==> src/rtl/hsv_pkg.sv <==
// HSV to RGB converter: shared types and fixed constants.
// Used by every module of the block; depends on nothing.
package hsv_pkg;

    localparam int HUE_W    = 20;        // signed hue, 1/16 degree
    localparam int Q12_W    = 13;        // saturation / brightness width
    localparam int CHAN_W   = 8;         // output channel width
    localparam int PROD_W   = 25;        // V*S and V*(1-S), at most 2^24
    localparam int NUM_W    = 34;        // channel numerator, at most 960*2^24
    localparam int FRAC_W   = 10;        // position inside a sector, 0..959
    localparam int COARSE_W = 15;        // hue offset in units of 64

    localparam int Q_ONE       = 4096;
    localparam int HUE_OFFSET  = 529920; // 92 turns of 5760, lifts hue above zero
    localparam int TURN_COARSE = 90;     // 5760 / 64
    localparam int ROW_COARSE  = 15;     // 960 / 64
    localparam int RECIP_TURN  = 1456;   // just under 2^17 / 90
    localparam int RECIP_SHIFT = 17;
    localparam int SECTOR_SPAN = 960;
    localparam int SCALE_SHIFT = 30;     // 255 / (960 * 2^24) = 17 / 2^30

    typedef enum logic [2:0] {
        SEC_RED_YELLOW,
        SEC_YELLOW_GREEN,
        SEC_GREEN_CYAN,
        SEC_CYAN_BLUE,
        SEC_BLUE_MAGENTA,
        SEC_MAGENTA_RED
    } t_sector;

    typedef struct packed {
        t_sector             sector;
        logic [FRAC_W-1:0]   frac;   // position inside the sector
        logic [PROD_W-1:0]   vs;     // V*S
        logic [PROD_W-1:0]   vns;    // V*(4096-S)
    } t_front;

    typedef struct packed {
        logic [NUM_W-1:0] num_r;
        logic [NUM_W-1:0] num_g;
        logic [NUM_W-1:0] num_b;
    } t_blend;

endpackage

==> src/rtl/hsv_front.sv <==
// HSV front end: hue wrap, sector split, input clamp and V*S products.
// Three register stages; uses hsv_pkg.
module hsv_front (
    input  logic                         i_clk,
    input  logic                         i_rst_n,
    input  logic                         i_valid,
    output logic                         o_ready,
    input  logic [hsv_pkg::HUE_W-1:0]    i_hue,
    input  logic [hsv_pkg::Q12_W-1:0]    i_saturation,
    input  logic [hsv_pkg::Q12_W-1:0]    i_brightness,
    output logic                         o_valid,
    input  logic                         i_ready,
    output hsv_pkg::t_front              o_front
);

    logic [2:0] r_vld;
    logic [2:0] w_adv;

    // stage 1
    logic [hsv_pkg::COARSE_W-1:0] r1_coarse;
    logic [5:0]                   r1_low;
    logic [hsv_pkg::Q12_W-1:0]    r1_s;
    logic [hsv_pkg::Q12_W-1:0]    r1_v;
    // stage 2
    logic [hsv_pkg::COARSE_W-1:0] r2_coarse;
    logic [8:0]                   r2_quot;
    logic [5:0]                   r2_low;
    logic [hsv_pkg::PROD_W-1:0]   r2_vs;
    logic [hsv_pkg::PROD_W-1:0]   r2_vns;
    // stage 3
    hsv_pkg::t_front              r3_front;

    logic [20:0]                  w_lift;
    logic [hsv_pkg::Q12_W-1:0]    w_s;
    logic [hsv_pkg::Q12_W-1:0]    w_v;
    logic [25:0]                  w_qm;
    logic [25:0]                  w_vs;
    logic [25:0]                  w_vns;
    logic [hsv_pkg::Q12_W-1:0]    w_ns;
    logic [hsv_pkg::COARSE_W-1:0] w_q90;
    logic [hsv_pkg::COARSE_W-1:0] w_rem;
    logic [6:0]                   w_y;
    logic [6:0]                   w_base;
    logic [6:0]                   w_row;
    hsv_pkg::t_sector             w_sector;

    assign w_adv[2] = !r_vld[2] || i_ready;
    assign w_adv[1] = !r_vld[1] || w_adv[2];
    assign w_adv[0] = !r_vld[0] || w_adv[1];
    assign o_ready  = w_adv[0];
    assign o_valid  = r_vld[2];
    assign o_front  = r3_front;

    // stage 1: lift hue to a positive value, hold S and V to 1.0
    assign w_lift = {i_hue[hsv_pkg::HUE_W-1], i_hue} + 21'(hsv_pkg::HUE_OFFSET);
    assign w_s = (i_saturation > 13'(hsv_pkg::Q_ONE)) ? 13'(hsv_pkg::Q_ONE) : i_saturation;
    assign w_v = (i_brightness > 13'(hsv_pkg::Q_ONE)) ? 13'(hsv_pkg::Q_ONE) : i_brightness;

    // stage 2: estimate turns by reciprocal (never above the true quotient)
    assign w_qm  = {11'd0, r1_coarse} * 26'(hsv_pkg::RECIP_TURN);
    assign w_ns  = 13'(hsv_pkg::Q_ONE) - r1_s;
    assign w_vs  = {13'd0, r1_v} * {13'd0, r1_s};
    assign w_vns = {13'd0, r1_v} * {13'd0, w_ns};

    // stage 3: one correction step, then sector and position
    assign w_q90 = 15'({6'd0, r2_quot} * 15'(hsv_pkg::TURN_COARSE));
    assign w_rem = r2_coarse - w_q90;

    always_comb begin
        if (w_rem >= 15'(hsv_pkg::TURN_COARSE)) begin
            w_y = 7'(w_rem - 15'(hsv_pkg::TURN_COARSE));
        end else begin
            w_y = 7'(w_rem);
        end
        if (w_y >= 7'(5 * hsv_pkg::ROW_COARSE)) begin
            w_sector = hsv_pkg::SEC_MAGENTA_RED;
            w_base   = 7'(5 * hsv_pkg::ROW_COARSE);
        end else if (w_y >= 7'(4 * hsv_pkg::ROW_COARSE)) begin
            w_sector = hsv_pkg::SEC_BLUE_MAGENTA;
            w_base   = 7'(4 * hsv_pkg::ROW_COARSE);
        end else if (w_y >= 7'(3 * hsv_pkg::ROW_COARSE)) begin
            w_sector = hsv_pkg::SEC_CYAN_BLUE;
            w_base   = 7'(3 * hsv_pkg::ROW_COARSE);
        end else if (w_y >= 7'(2 * hsv_pkg::ROW_COARSE)) begin
            w_sector = hsv_pkg::SEC_GREEN_CYAN;
            w_base   = 7'(2 * hsv_pkg::ROW_COARSE);
        end else if (w_y >= 7'(hsv_pkg::ROW_COARSE)) begin
            w_sector = hsv_pkg::SEC_YELLOW_GREEN;
            w_base   = 7'(hsv_pkg::ROW_COARSE);
        end else begin
            w_sector = hsv_pkg::SEC_RED_YELLOW;
            w_base   = 7'd0;
        end
        w_row = w_y - w_base;
    end

    always_ff @(posedge i_clk) begin
        if (!i_rst_n) begin
            r_vld <= 3'b000;
        end else begin
            if (w_adv[0]) r_vld[0] <= i_valid;
            if (w_adv[1]) r_vld[1] <= r_vld[0];
            if (w_adv[2]) r_vld[2] <= r_vld[1];
        end
    end

    always_ff @(posedge i_clk) begin
        if (w_adv[0]) begin
            r1_coarse <= w_lift[20:6];
            r1_low    <= w_lift[5:0];
            r1_s      <= w_s;
            r1_v      <= w_v;
        end
        if (w_adv[1]) begin
            r2_coarse <= r1_coarse;
            r2_quot   <= w_qm[25:hsv_pkg::RECIP_SHIFT];
            r2_low    <= r1_low;
            r2_vs     <= w_vs[hsv_pkg::PROD_W-1:0];
            r2_vns    <= w_vns[hsv_pkg::PROD_W-1:0];
        end
        if (w_adv[2]) begin
            r3_front.sector <= w_sector;
            r3_front.frac   <= {w_row[3:0], r2_low};
            r3_front.vs     <= r2_vs;
            r3_front.vns    <= r2_vns;
        end
    end

    // a missed correction step would push the position past the sector end
    a_frac_in_sector: assert property (@(posedge i_clk) disable iff (!i_rst_n)
        r_vld[2] |-> (r3_front.frac < 10'(hsv_pkg::SECTOR_SPAN)))
        else $error("sector position out of range");

endmodule

==> src/rtl/hsv_blend.sv <==
// HSV blend: ramp products and per-sector channel numerators.
// Two register stages; uses hsv_pkg.
module hsv_blend (
    input  logic               i_clk,
    input  logic               i_rst_n,
    input  logic               i_valid,
    output logic               o_ready,
    input  hsv_pkg::t_front    i_front,
    output logic               o_valid,
    input  logic               i_ready,
    output hsv_pkg::t_blend    o_blend
);

    logic [1:0] r_vld;
    logic [1:0] w_adv;

    logic [hsv_pkg::NUM_W-1:0]  r_base;   // 960 * V*(1-S), the bottom level
    logic [hsv_pkg::NUM_W-1:0]  r_up;     // f * V*S
    logic [hsv_pkg::NUM_W-1:0]  r_down;   // (960-f) * V*S
    logic [hsv_pkg::NUM_W-1:0]  r_span;   // 960 * V*S
    hsv_pkg::t_sector           r_sector;
    hsv_pkg::t_blend            r_blend;

    logic [34:0]                w_base;
    logic [34:0]                w_up;
    logic [34:0]                w_down;
    logic [34:0]                w_span;
    logic [hsv_pkg::FRAC_W-1:0] w_rest;
    logic [34:0]                w_rise_s;
    logic [34:0]                w_fall_s;
    logic [34:0]                w_top_s;
    logic [hsv_pkg::NUM_W-1:0]  w_rise;
    logic [hsv_pkg::NUM_W-1:0]  w_fall;
    logic [hsv_pkg::NUM_W-1:0]  w_top;
    hsv_pkg::t_blend            w_blend;

    assign w_adv[1] = !r_vld[1] || i_ready;
    assign w_adv[0] = !r_vld[0] || w_adv[1];
    assign o_ready  = w_adv[0];
    assign o_valid  = r_vld[1];
    assign o_blend  = r_blend;

    // 960 = 1024 - 64
    assign w_base = {i_front.vns, 10'd0} - {4'd0, i_front.vns, 6'd0};
    assign w_span = {i_front.vs, 10'd0} - {4'd0, i_front.vs, 6'd0};
    assign w_rest = 10'(hsv_pkg::SECTOR_SPAN) - i_front.frac;
    assign w_up   = {10'd0, i_front.vs} * {25'd0, i_front.frac};
    assign w_down = {10'd0, i_front.vs} * {25'd0, w_rest};

    assign w_rise_s = {1'b0, r_base} + {1'b0, r_up};
    assign w_fall_s = {1'b0, r_base} + {1'b0, r_down};
    assign w_top_s  = {1'b0, r_base} + {1'b0, r_span};
    assign w_rise   = w_rise_s[hsv_pkg::NUM_W-1:0];
    assign w_fall   = w_fall_s[hsv_pkg::NUM_W-1:0];
    assign w_top    = w_top_s[hsv_pkg::NUM_W-1:0];

    always_comb begin
        case (r_sector)
            hsv_pkg::SEC_RED_YELLOW: begin
                w_blend = '{num_r: w_top,  num_g: w_rise, num_b: r_base};
            end
            hsv_pkg::SEC_YELLOW_GREEN: begin
                w_blend = '{num_r: w_fall, num_g: w_top,  num_b: r_base};
            end
            hsv_pkg::SEC_GREEN_CYAN: begin
                w_blend = '{num_r: r_base, num_g: w_top,  num_b: w_rise};
            end
            hsv_pkg::SEC_CYAN_BLUE: begin
                w_blend = '{num_r: r_base, num_g: w_fall, num_b: w_top};
            end
            hsv_pkg::SEC_BLUE_MAGENTA: begin
                w_blend = '{num_r: w_rise, num_g: r_base, num_b: w_top};
            end
            default: begin
                w_blend = '{num_r: w_top,  num_g: r_base, num_b: w_fall};
            end
        endcase
    end

    always_ff @(posedge i_clk) begin
        if (!i_rst_n) begin
            r_vld <= 2'b00;
        end else begin
            if (w_adv[0]) r_vld[0] <= i_valid;
            if (w_adv[1]) r_vld[1] <= r_vld[0];
        end
    end

    always_ff @(posedge i_clk) begin
        if (w_adv[0]) begin
            r_base   <= w_base[hsv_pkg::NUM_W-1:0];
            r_up     <= w_up[hsv_pkg::NUM_W-1:0];
            r_down   <= w_down[hsv_pkg::NUM_W-1:0];
            r_span   <= w_span[hsv_pkg::NUM_W-1:0];
            r_sector <= i_front.sector;
        end
        if (w_adv[1]) begin
            r_blend <= w_blend;
        end
    end

    // the ramp pair always adds up to the full span
    a_ramp_pair: assert property (@(posedge i_clk) disable iff (!i_rst_n)
        r_vld[0] |-> ({1'b0, r_up} + {1'b0, r_down} == {1'b0, r_span}))
        else $error("ramp products do not cover the span");

endmodule

==> src/rtl/hsv_scale.sv <==
// HSV scale: channel numerators to 8-bit bytes, output register.
// One register stage; uses hsv_pkg.
module hsv_scale (
    input  logic                          i_clk,
    input  logic                          i_rst_n,
    input  logic                          i_valid,
    output logic                          o_ready,
    input  hsv_pkg::t_blend               i_blend,
    output logic                          o_valid,
    input  logic                          i_ready,
    output logic [hsv_pkg::CHAN_W-1:0]    o_red,
    output logic [hsv_pkg::CHAN_W-1:0]    o_green,
    output logic [hsv_pkg::CHAN_W-1:0]    o_blue
);

    logic                         r_vld;
    logic                         w_adv;
    logic [hsv_pkg::CHAN_W-1:0]   r_red;
    logic [hsv_pkg::CHAN_W-1:0]   r_green;
    logic [hsv_pkg::CHAN_W-1:0]   r_blue;
    logic [38:0]                  w_pr;
    logic [38:0]                  w_pg;
    logic [38:0]                  w_pb;

    assign w_adv   = !r_vld || i_ready;
    assign o_ready = w_adv;
    assign o_valid = r_vld;
    assign o_red   = r_red;
    assign o_green = r_green;
    assign o_blue  = r_blue;

    // byte = floor(17 * num / 2^30); 17 * num = num * 16 + num
    assign w_pr = {1'b0, i_blend.num_r, 4'd0} + {5'd0, i_blend.num_r};
    assign w_pg = {1'b0, i_blend.num_g, 4'd0} + {5'd0, i_blend.num_g};
    assign w_pb = {1'b0, i_blend.num_b, 4'd0} + {5'd0, i_blend.num_b};

    always_ff @(posedge i_clk) begin
        if (!i_rst_n) begin
            r_vld <= 1'b0;
        end else if (w_adv) begin
            r_vld <= i_valid;
        end
    end

    always_ff @(posedge i_clk) begin
        if (w_adv) begin
            r_red   <= w_pr[hsv_pkg::SCALE_SHIFT+hsv_pkg::CHAN_W-1:hsv_pkg::SCALE_SHIFT];
            r_green <= w_pg[hsv_pkg::SCALE_SHIFT+hsv_pkg::CHAN_W-1:hsv_pkg::SCALE_SHIFT];
            r_blue  <= w_pb[hsv_pkg::SCALE_SHIFT+hsv_pkg::CHAN_W-1:hsv_pkg::SCALE_SHIFT];
        end
    end

endmodule

==> src/rtl/hsv_to_rgb_converter_top.sv <==
// HSV to RGB converter, top level: stream ports around a six-stage pipeline.
// Instantiates hsv_front, hsv_blend and hsv_scale; uses hsv_pkg.
//
// Usage:
//   Slave channel takes one pixel word per handshake: signed hue in 1/16
//   degree (wrapped modulo 360 degrees), saturation and brightness as Q12
//   fractions (4096 = 1.0, larger values hold at 1.0).
//   Master channel gives one word per pixel: floor(255 * channel) for red,
//   green and blue, in the order the pixels arrived.
//   Path: an accepted input word passes all six register stages before it
//   reaches o_m_axis_tvalid. Throughput: one word per cycle unless the
//   receiver stalls, set by the six register stages (hue wrap and clamp,
//   reciprocal and V*S products, sector split, ramp products, channel
//   select, byte scaling), each of which can take a new word every cycle.
//   Reset: synchronous, active low; clears all stage valid bits, so the
//   pipeline comes up empty and ready. The data registers are not reset.
//   Stall: each stage holds its word while the next stage is full and
//   blocked; bubbles close up, so o_s_axis_tready only drops once all six
//   stages hold a word and the receiver keeps i_m_axis_tready low.
module hsv_to_rgb_converter_top (
    input  logic        i_clk,
    input  logic        i_rst_n,
    input  logic        i_s_axis_tvalid,
    output logic        o_s_axis_tready,
    input  logic [47:0] i_s_axis_tdata,   // hue[19:0], saturation[32:20], brightness[45:33], 0
    output logic        o_m_axis_tvalid,
    input  logic        i_m_axis_tready,
    output logic [23:0] o_m_axis_tdata    // red[7:0], green[15:8], blue[23:16]
);

    logic                         w_front_vld;
    logic                         w_front_rdy;
    hsv_pkg::t_front              w_front;
    logic                         w_blend_vld;
    logic                         w_blend_rdy;
    hsv_pkg::t_blend              w_blend;
    logic [hsv_pkg::CHAN_W-1:0]   w_red;
    logic [hsv_pkg::CHAN_W-1:0]   w_green;
    logic [hsv_pkg::CHAN_W-1:0]   w_blue;

    hsv_front u_front (
        .i_clk        (i_clk),
        .i_rst_n      (i_rst_n),
        .i_valid      (i_s_axis_tvalid),
        .o_ready      (o_s_axis_tready),
        .i_hue        (i_s_axis_tdata[19:0]),
        .i_saturation (i_s_axis_tdata[32:20]),
        .i_brightness (i_s_axis_tdata[45:33]),
        .o_valid      (w_front_vld),
        .i_ready      (w_front_rdy),
        .o_front      (w_front)
    );

    hsv_blend u_blend (
        .i_clk   (i_clk),
        .i_rst_n (i_rst_n),
        .i_valid (w_front_vld),
        .o_ready (w_front_rdy),
        .i_front (w_front),
        .o_valid (w_blend_vld),
        .i_ready (w_blend_rdy),
        .o_blend (w_blend)
    );

    hsv_scale u_scale (
        .i_clk   (i_clk),
        .i_rst_n (i_rst_n),
        .i_valid (w_blend_vld),
        .o_ready (w_blend_rdy),
        .i_blend (w_blend),
        .o_valid (o_m_axis_tvalid),
        .i_ready (i_m_axis_tready),
        .o_red   (w_red),
        .o_green (w_green),
        .o_blue  (w_blue)
    );

    assign o_m_axis_tdata = {w_blue, w_green, w_red};

    // pipeline comes out of reset empty
    a_reset_empty: assert property (@(posedge i_clk)
        !i_rst_n |=> !o_m_axis_tvalid)
        else $error("output valid after reset");

    // input back-pressure only when the output is held up
    a_stall_source: assert property (@(posedge i_clk) disable iff (!i_rst_n)
        !o_s_axis_tready |-> (o_m_axis_tvalid && !i_m_axis_tready))
        else $error("input stalled with a free stage");

    // a full pipeline with a held output stays full, so input ready follows output ready
    a_full_holds: assert property (@(posedge i_clk) disable iff (!i_rst_n)
        (!o_s_axis_tready && !i_m_axis_tready) |=> (o_s_axis_tready == i_m_axis_tready))
        else $error("full pipeline freed a stage without output transfer");

    // hold the output word steady while the receiver stalls
    a_out_hold: assert property (@(posedge i_clk) disable iff (!i_rst_n)
        (o_m_axis_tvalid && !i_m_axis_tready) |=>
            (o_m_axis_tvalid && $stable(o_m_axis_tdata)))
        else $error("output word changed while stalled");

endmodule

==> config.mk <==
export PLATFORM = sky130hd
export DESIGN_NAME = hsv_to_rgb_converter_top
export DESIGN_NICKNAME = d
export VERILOG_FILES = /design/src/rtl/hsv_pkg.sv /design/src/rtl/hsv_front.sv /design/src/rtl/hsv_blend.sv /design/src/rtl/hsv_scale.sv /design/src/rtl/hsv_to_rgb_converter_top.sv
export SDC_FILE = /design/constraint.sdc
export NUM_CORES = 2
export LEC_CHECK = 0
export BUFFER_PORTS_ARGS = -buffer_cell sky130_fd_sc_hd__buf_2
export CAP_MARGIN = 20
export CORE_UTILIZATION = 30
export DETAILED_ROUTE_END_ITERATION = 8
export GPL_ROUTABILITY_DRIVEN = 0
export PLACE_DENSITY = 0.56
export SYNTH_ARGS = -nofsm -noshare
export SYNTH_HDL_FRONTEND = slang
export SYNTH_HIERARCHICAL = 1
export SYNTH_SLANG_ARGS = --single-unit
==> constraint.sdc <==
create_clock -name i_clk -period 9.35 [get_ports i_clk]
set_clock_uncertainty 0.05 [all_clocks]
set_input_delay 1.87 -clock i_clk [delete_from_list [all_inputs] [get_ports i_clk]]
set_output_delay 1.87 -clock i_clk [all_outputs]
set_load 0.05 [all_outputs]
==> run metrics <==
failing checks=DRC; drt total wl=154000 um; global route total overflow=0; mean number of vias per cell=5.04; number of global-route vias before repair=43300; Routed Antenna Nets=0; drt wl/cell=18.2 um; Distinct cells, synth=115; period utilisation layout=85.4%; RSZ-0062 raised after global routing=no; die height=437 um; initial core utilization=30.2%; fin util=32.9%; Filler cells=19300; Mapped Cells=5971; worst hold slack=0.356 ns; clock latency at the later pin of the worst-skew pair=0.66 ns; Seq cells post-synth=446; Post-CTS Hold Buffers=0; CP max FO=17; num rows=159; Clock Pin Slew Worst Setup and Hold Paths=0.06 ns; register area share after synthesis=a little under a quarter; first-pass GRT wire length=242000 um; Worst Path Required=9.66 ns; # setup viols final=0; level count of the clock H-tree=2; Final Hold Vio Count=0; ANT cells=0; core area=188000 um^2; initial antenna violation count=2; gr busiest metal=met2; status=finished, violations left; Area Growth Syn to Fin=8.84%; post-cts resize count=0; Final Max Tran Viols=0; fmax=125 MHz; HP Class=flip-flop to flip-flop; Rel. slew slack=22.3%; crit path time final=7.98 ns; met3 GRT Util=between 2 and 2.5%; max_cap viols=0; DR pass1 iterations=8; Post-Syn Nets=between 7000 and 8000; GR Util All Layers=between 10% and 20%; Post-Syn Area=between 50000 and 60000 um^2; largest net degree at the start of global routing=85; CTS root buffer=clkbuf_16; total CTS buffers=between 50 and 60; Top-Level Pins=78; Crit Path Category=flip-flop to flip-flop; Yosys warnings=6; post-CTS setup buffers=0; initial DRC count=3186; met1 usage=21.5%; DRC errors left=10; Synth Area per Inst=9.51 um^2; Crit path arrival time=8.29 ns; Total Die Area=about 190000 um^2; die span in x=437 um; nets@finish=slightly above 7000; element type at the critical path start=flip-flop; Top FF cell, synth=edfxtp_1; layout cells sized above 1=5.36%; Async SR Flop Fraction=0%; Slew @ Worst Pin=1.16 ns; number of flops mapped to enable cells by yosys=440; TritonCTS Sinks=446; final setup TNS=0 ns; CTS Buffer Depth=3; IO buf count=75; met2 GRT Util=26.6%; vias=42800; post-detail-place hpwl=122000 um; Critical Path End Type=flip-flop; CTS tree=built
[flip-flops by register name, summed over array words and instances (netlist names)]
| signal | count |
|---|---|
| u_scale/o_green | 8 |
| u_scale/o_blue | 8 |
| u_blend/r_base | 28 |
| u_front/r1_low | 6 |
| u_front/r2_coarse | 15 |
| u_front/r2_vs | 25 |
| u_blend/o_blend | 102 |
| u_front/r2_quot | 9 |
| u_front/r2_vns | 24 |
| u_blend/r_vld | 2 |
| u_blend/r_down | 33 |
| u_scale/o_red | 8 |
| u_front/r1_coarse | 15 |
| u_front/r2_low | 6 |
| u_front/r1_s | 13 |
| u_front/r1_v | 13 |
| u_blend/r_sector | 3 |
| u_scale/o_valid | 1 |
| u_front/o_front | 62 |
| u_front/r_vld | 3 |
| u_blend/r_span | 28 |
| u_blend/r_up | 34 |
[path summary, 6_finish.rpt]
| check | depth (start not counted) | slack (ns) | endpoint | startpoint |
|---|---|---|---|---|
| setup / recovery | 24 | 1.37 | u_blend/r_down[33]$_DFFE_PP_ | u_front/o_front[52]$_DFFE_PP_ |
| hold / removal | 0 | 0.36 | u_front/o_front[23]$_DFFE_PP_ | u_front/r2_vns[23]$_DFFE_PP_ |
| setup reg to reg | 24 | 1.37 | u_blend/r_down[33]$_DFFE_PP_ | u_front/o_front[52]$_DFFE_PP_ |
| hold reg to reg | 0 | 0.36 | u_front/o_front[23]$_DFFE_PP_ | u_front/r2_vns[23]$_DFFE_PP_ |
[layer usage]
metal,vias up,routed length [um]
li1,20100,-
met1,21300,69400
met2,1158,72300
met3,208,8530
met4,2,4140
met5,-,7
[logic make-up (layout without fill, tap and decap cells)]
group                    Yosys count  count (layout)  share of synthesized area (%)
buffers and inverters           1069            1092                           7.11
multiplexers                      33              33                          0.591
adder cells (fa/ha/maj)         1227            1227                           35.6
XOR/XNOR                         304             304                           4.76
flip-flops                       446             446                           23.5
AND/OR/NAND/NOR                 1761            1761                           14.7
AO/OA/AOI/OAI                   1131            1131                           13.7
[cell usage in the layout, fill, tap and decap left out, drive strengths merged, types with 54 or more instances in the layout]
cell type and count:
nor3 84, o21ai 209, xnor2 213, inv 838, and2 320, xor2 91
ha 577, edfxtp 440, nand3 87, o21a 54, fa 650, a21oi 279
clkbuf 63, nor2 331, nand2 703, a21o 118, a211oi 61, buf 160
[layout make-up]
type	instances	area [um^2]	share of cell area (%)
multi-input cells	4456	39400	63.8
repair buffers	160	1010	1.64
well taps	2495	3120	5.05
flip-flops and latches	446	13300	21.6
inverters	832	3130	5.06
clock buffers	63	1410	2.28
clock inverters	37	344	0.557
[critical path, stage by stage, from the launching register on]
cell	delay, ns
edfxtp_1	0.71
nor4_1	0.42
buf_2	0.24
nand2_1	0.09
nand2_1	0.08
xor2_1	0.82
and2_1	0.25
fa_1	0.44
fa_1	0.52
fa_1	0.54
fa_1	0.55
inv_1	0.05
fa_1	0.49
inv_1	0.04
ha_1	0.38
nand4_1	0.14
nor2_1	0.23
nand2_1	0.09
nor4_1	0.25
buf_4	0.20
o21ai_0	0.13
o21a_1	0.22
o21ai_0	0.42
a211oi_1	0.17
xnor2_1	0.16
[Yosys cell counts, drive strengths merged (24+ instances only)]
cell type  number  area share, %
a211o          25           0.39
a211oi         61           0.86
a21o          118            1.6
a21oi         279            2.5
a221oi         24           0.37
a22oi          27           0.36
a31oi          27           0.32
and2          320            3.5
and3           37           0.42
clkbuf        218            1.4
edfxtp        440             23
fa            650             23
ha            577             13
inv           831            5.5
mux2i          29           0.51
nand2         703            4.7
nand2b         30           0.33
nand3          87           0.77
nand4          33           0.36
nor2          331            2.2
nor2b          50           0.56
nor3           84           0.76
o211ai         43           0.61
o21a           54           0.71
o21ai         209            1.9
o21bai         44           0.59
o22ai          29           0.33
xnor2         213            3.3
xor2           91            1.4
[stage by stage]
step	instance area, um^2	worst slack, ns	cells
finish	61800	1.37	8489
global route	61800	0.969	8489
CTS	61800	1.40	8488
detailed placement	60000	1.45	8388
global placement	60000	0.778	8386
floorplan	56800	1.22	5971
Power is not shown: default switching activity piles up to over one toggle a cycle in this logic, so the estimate is an artifact.
